==> src/rtl/adtp_pkg.sv <==
// Shared types and constants of the audio-driven tesseract projection block.
package adtp_pkg;

	localparam int SAMPLE_W   = 24;
	localparam int PEAK_W     = 24;
	localparam int CFG_IDX_W  = 2;
	localparam int VIDX_W     = 4;
	localparam int COORD_W    = 12;
	localparam int PHASE_W    = 16;
	localparam int VOL_W      = 16;
	localparam int TRIG_W     = 17;
	localparam int PROJ_NUM_W = 39;
	localparam int PROJ_DEN_W = 32;

	localparam logic [CFG_IDX_W-1:0] REG_PEAK_LEFT  = 2'd0;
	localparam logic [CFG_IDX_W-1:0] REG_PEAK_RIGHT = 2'd1;

	localparam logic [VOL_W-1:0] VOL_ONE  = 16'd32768;
	localparam logic [37:0]      RECIP10  = 38'd419431;
	localparam logic [VIDX_W-1:0] LAST_VTX = 4'd15;

	typedef enum logic [3:0] {
		OP_IDLE,
		OP_DEN,
		OP_SM1,
		OP_SM2,
		OP_PHASE,
		OP_SIN,
		OP_ROT,
		OP_DEN3,
		OP_MUL
	} op_t;

	typedef enum logic [2:0] {
		DSEL_VOL,
		DSEL_X,
		DSEL_Y,
		DSEL_Z,
		DSEL_SX,
		DSEL_SY
	} dsel_t;

	typedef struct packed {
		logic              acc;
		op_t               op;
		logic [2:0]        step;
		logic [2:0]        trig;
		logic [VIDX_W-1:0] vert;
		logic              div_start;
		dsel_t             dsel;
	} cmd_t;

	typedef struct packed {
		logic frame_end;
		logic div_done;
	} sts_t;

	function automatic logic [PHASE_W-1:0] phase_step(input logic [15:0] base,
			input logic [15:0] gain, input logic [VOL_W-1:0] vol);
		logic [31:0] p;
		p = 32'(gain) * 32'(vol) + 32'd16384;
		return base + 16'(p >> 15);
	endfunction

endpackage

==> src/rtl/adtp_ctrl.sv <==
// Controller: sequences accumulation, frame-end computation and vertex output.
module adtp_ctrl (
	input  logic           clk,
	input  logic           arst_n,
	input  logic           in_valid,
	output logic           in_ready,
	output logic           out_valid,
	input  logic           out_ready,
	input  adtp_pkg::sts_t sts,
	output adtp_pkg::cmd_t cmd
);
	import adtp_pkg::*;

	typedef enum logic [11:0] {
		S_ACC   = 12'b0000_0000_0001,
		S_DEN   = 12'b0000_0000_0010,
		S_VDIV  = 12'b0000_0000_0100,
		S_SM1   = 12'b0000_0000_1000,
		S_SM2   = 12'b0000_0001_0000,
		S_PHASE = 12'b0000_0010_0000,
		S_SIN   = 12'b0000_0100_0000,
		S_ROT   = 12'b0000_1000_0000,
		S_DIV   = 12'b0001_0000_0000,
		S_DEN3  = 12'b0010_0000_0000,
		S_MUL   = 12'b0100_0000_0000,
		S_OUT   = 12'b1000_0000_0000
	} state_t;

	state_t            state_q;
	logic [2:0]        step_q;
	logic [2:0]        trig_q;
	logic [VIDX_W-1:0] vert_q;
	dsel_t             dsel_q;
	logic              started_q;

	always_comb begin
		cmd           = '0;
		cmd.op        = OP_IDLE;
		cmd.step      = step_q;
		cmd.trig      = trig_q;
		cmd.vert      = vert_q;
		cmd.dsel      = dsel_q;
		in_ready      = 1'b0;
		out_valid     = 1'b0;
		case (state_q)
			S_ACC: begin
				in_ready = 1'b1;
				cmd.acc  = in_valid;
			end
			S_DEN:        cmd.op = OP_DEN;
			S_VDIV, S_DIV: cmd.div_start = !started_q;
			S_SM1:        cmd.op = OP_SM1;
			S_SM2:        cmd.op = OP_SM2;
			S_PHASE:      cmd.op = OP_PHASE;
			S_SIN:        cmd.op = OP_SIN;
			S_ROT:        cmd.op = OP_ROT;
			S_DEN3:       cmd.op = OP_DEN3;
			S_MUL:        cmd.op = OP_MUL;
			S_OUT:        out_valid = 1'b1;
			default: ;
		endcase
	end

	always_ff @(posedge clk or negedge arst_n) begin
		if (!arst_n) begin
			state_q   <= S_ACC;
			step_q    <= '0;
			trig_q    <= '0;
			vert_q    <= '0;
			dsel_q    <= DSEL_VOL;
			started_q <= 1'b0;
		end else begin
			case (state_q)
				S_ACC:
					if (in_valid && sts.frame_end) begin
						state_q <= S_DEN;
						dsel_q  <= DSEL_VOL;
					end
				S_DEN: state_q <= S_VDIV;
				S_VDIV:
					if (!started_q)
						started_q <= 1'b1;
					else if (sts.div_done) begin
						started_q <= 1'b0;
						state_q   <= S_SM1;
					end
				S_SM1: state_q <= S_SM2;
				S_SM2: state_q <= S_PHASE;
				S_PHASE: begin
					state_q <= S_SIN;
					step_q  <= '0;
					trig_q  <= '0;
				end
				S_SIN:
					if (step_q == 3'd4) begin
						step_q <= '0;
						if (trig_q == 3'd5) begin
							state_q <= S_ROT;
							vert_q  <= '0;
						end else
							trig_q <= trig_q + 1'b1;
					end else
						step_q <= step_q + 1'b1;
				S_ROT:
					if (step_q == 3'd4) begin
						step_q  <= '0;
						state_q <= S_DIV;
						dsel_q  <= DSEL_X;
					end else
						step_q <= step_q + 1'b1;
				S_DIV:
					if (!started_q)
						started_q <= 1'b1;
					else if (sts.div_done) begin
						started_q <= 1'b0;
						case (dsel_q)
							DSEL_X:  dsel_q <= DSEL_Y;
							DSEL_Y:  dsel_q <= DSEL_Z;
							DSEL_Z:  state_q <= S_DEN3;
							DSEL_SX: begin
								dsel_q  <= DSEL_SY;
								state_q <= S_MUL;
							end
							default: state_q <= S_OUT;
						endcase
					end
				S_DEN3: begin
					dsel_q  <= DSEL_SX;
					state_q <= S_MUL;
				end
				S_MUL: state_q <= S_DIV;
				S_OUT:
					if (out_ready) begin
						if (vert_q == LAST_VTX) begin
							vert_q  <= '0;
							state_q <= S_ACC;
						end else begin
							vert_q  <= vert_q + 1'b1;
							state_q <= S_ROT;
						end
					end
				default: state_q <= S_ACC;
			endcase
		end
	end

endmodule

==> config.mk <==
export PLATFORM = sky130hd
export DESIGN_NAME = adtp_ctrl
export DESIGN_NICKNAME = d
export VERILOG_FILES = /design/src/rtl/adtp_pkg.sv /design/src/rtl/adtp_ctrl.sv
export SDC_FILE = /design/constraint.sdc
export NUM_CORES = 1
export LEC_CHECK = 0
export ABC_AREA = 1
export BUFFER_PORTS_ARGS = -buffer_cell sky130_fd_sc_hd__buf_4
export CORE_MARGIN = 2
export CORE_UTILIZATION = 40
export CTS_BUF_LIST = sky130_fd_sc_hd__clkbuf_4 sky130_fd_sc_hd__clkbuf_8
export DETAILED_ROUTE_END_ITERATION = 8
export PLACE_DENSITY = 0.64
export REMOVE_ABC_BUFFERS = 1
export SYNTH_ARGS = -nofsm -noshare
export SYNTH_HDL_FRONTEND = slang
export SYNTH_SLANG_ARGS = --single-unit
==> constraint.sdc <==
create_clock -name clk -period 1.7 [get_ports clk]
set_input_delay 0.255 -clock clk [delete_from_list [all_inputs] [get_ports clk]]
set_output_delay 0.255 -clock clk [all_outputs]
set_load 0.02 [all_outputs]
==> key figures <==
Outcome
  – Status: finished, violations left
  – Failing checks: setup timing

Clock network
  – Worst skew pair latency: 280 ps
  – CTS sink count: 26
  – Root buffer cell: clkbuf_8
  – Clk slew on worst S/H paths: roughly 100 ps
  – H-tree depth: 1
  – CTS tree: built
  – Longest Clk Path Bufs: 2
  – CTS Buf Count: 3

GRT
  – Antenna violations before repair: 0
  – Vias in the first global route: 1,810
  – GRT Util Overall: between 10% and 20%
  – Largest net degree at the start of global routing: 27
  – First-pass GRT wire length: roughly 7800 um
  – Global route total overflow: 0

Worst setup path
  – Worst Path Max Fanout: 4
  – Flop2flop setup slack: -140 ps
  – Critical Path Source Type: flop
  – CP peak stage delay: 430 ps
  – Cell mode on critical path: nand2_2
  – CP required: ~1400 ps
  – Crit path max-delay cell type: dfrtp_1
  – Top Family by Delay on Critical Path: simple AND/OR/NAND/NOR gates
  – Worst Path Buf+Inv: 3
  – Worst Setup End Kind: primary output
  – Critical path class: reg2out
  – CP Cell Sequence: nor2_1, nand2_2, nor2_4, nand2_4, inv_4, nor2_4, nand2_2, inv_2, nand2_2, buf_6
  – Critical path arrival: roughly 1700 ps

STA
  – Final Critical Period: between 1500 and 2000 ps
  – Hold Slack: 304 ps
  – Max Fclk: about 520 MHz
  – Fin. max-slew vios: 0
  – Max-Slew Margin vs Limit: around three quarters
  – Skew final: approximately 2.6 ps
  – RSZ-0062 raised after global routing: true
  – Setup WS post-layout: -216 ps
  – Final Hold Fails: 0
  – Final setup fails: 24
  – Final period util: 113%
  – Worst-margin pin slew: about 360 ps

Finish
  – Finished Cell Area: around 2800 sq um
  – Leading cell type in the layout, fill and taps excluded: nand2_1
  – Fin cells: 380
  – Share of cells above drive strength 1: between 40% and 50%
  – Ant. Diodes: 0
  – Area Growth Syn to Fin: 56.3%
  – Final-stage net count: 340
  – Most frequent cells in the layout: 58 x nand2_1, 48 x buf_4, 25 x dfrtp_1

Floorplan
  – Io pins: 27
  – Initial core utilization: about two fifths
  – Core footprint: ~4400 sq um
  – Chip Height: between 70 and 80 um
  – Standard-cell row count: 24
  – DIE AREA: 5100 sq um
  – Die width: 71.4 um

Min path
  – Hold Path Class: in2reg

Synthesis
  – Yosys reg bits: 26
  – Seq/Total Area, Yosys: 35.8%
  – Post-Syn Area: 1820 sq um
  – Post-synthesis instance total: 256
  – Synth area leaders: dfrtp_1 34%, nand2_1 16%, nand3_1 6.6%
  – YS warnings: 0
  – Avg Inst Size Synth: 7.11 sq um
  – Netlist cell types: 28
  – Area fraction of the dominant cell type after synthesis: 34.4%
  – Dominant cell type by area after synthesis: dfrtp_1

Place
  – Post-DP HPWL: between 3000 and 4000 um
  – GP Congestion: 0.886
  – Placed insts: approximately 340
  – Placed cell areas: 2170 sq um
  – PortBufs: 26

Power
  – Worst IR drop on VDD: between 400 and 500 uV
  – Pwr Density: a little over 1000 nW/um^2
  – Leak: 0.00158 uW

Routing
  – Initial DRT Pass Iterations: 4
  – Initial DRC count: 96
  – Antenna-violating nets left: 0
  – Final wirelength: approximately 5300 um
  – Via count: 1,924
  – Drt drc: 0
  – DR vias/cell: 5.06
  – Avg WL per Cell: between 10 and 15 um

Job
  – Reported max-cap violation count: 0
worst register-to-register path: cells and delay by family, from the launching register on:
family                 cells  cell delay [ps]
flip-flops                 1              430
AND/OR/NAND/NOR            7              860
AO/OA/AOI/OAI              1               50
buffers and inverters      4              390
synth_stat cells, drive strengths merged:
cell,count
nand2,89
nor2,41
inv,36
dfrtp,25
nand3,25
o21ai,14
nor3,8
ha,5
a21oi,3
clkinv,2
nand3b,2
nand4,2
dfstp,1
nor3b,1
or2,1
xnor2,1
area by class of cell:
class	count	area, sq um
fillers	331	1510
multi-input cells	192	1320
flip-flops and latches	26	652
repair buffers	68	593
inverters	38	163
well taps	52	65.1
clock buffers	4	55.1
where the power goes:
part	total [uW]	internal (uW)	switching, uW	leakage [uW]
clock network	418	208	210	0.0000288
registers	780	703	76.8	0.000351
logic	1670	674	1000	0.00120
total	2870	1580	1290	0.00158
worst paths after layout:
path	startpoint	endpoint	cells after the start
worst max-delay path	state_q[8]$_DFFE_PN0P_	cmd[16]	10
worst min-delay path	sts[1]	state_q[0]$_DFFE_PN1P_	4
worst max register to register	state_q[4]$_DFFE_PN0P_	vert_q[0]$_DFFE_PN0P_	12
worst min register to register	started_q$_DFFE_PN0N_	started_q$_DFFE_PN0N_	2
max in group asynchronous	arst_n	state_q[0]$_DFFE_PN1P_	2
min in group asynchronous	arst_n	vert_q[1]$_DFFE_PN0P_	2
sequential cells by signal (all words and copies together), names as in the netlist:
signal / cells
started_q: 1
state_q: 12
step_q: 3
trig_q: 3
vert_q: 4
dsel_q: 3
timing repair:
action                     4_1_cts  5_1_grt
gates resized for setup         52       51
setup buffers                   17       14
hold buffers                     1        0
pin swaps                       13       24
hold endpoints to repair        25        0
setup endpoints to repair       13       26
cell families (layout without fill, tap and decap cells):
kind of cell / after synthesis / count (layout) / share of synthesized area [%]
flip-flops: 26 / 26 / 35.8
AND/OR/NAND/NOR: 169 / 169 / 46.6
AO/OA/AOI/OAI: 17 / 17 / 5.09
XOR/XNOR: 1 / 1 / 0.482
adder cells (fa/ha/maj): 5 / 5 / 3.44
buffers and inverters: 38 / 110 / 8.53
through the flow:
stage          setup slack [ps]  TNS, ps  total power, uW  utilization, %
2_1_floorplan             -37.2    -37.2             1550               -
3_3_place_gp               4.63        0             1880            49.8
3_5_place_dp              -11.3    -11.3             1890            49.8
4_1_cts                    -157    -1100             2610            58.6
5_1_grt                    -312    -4290             3020            65.3
6_report                   -216    -2100             2870            65.3
metal layers:
metal  vias up  GRT usage (%)  wire length [um]
met5         -              0                 0
met4         0           7.34               189
met3        17           2.53               251
met2        57           32.9              2670
met1       904           23.9              2180
li1        946              -                 -
(Power assumes the default switching activity.)
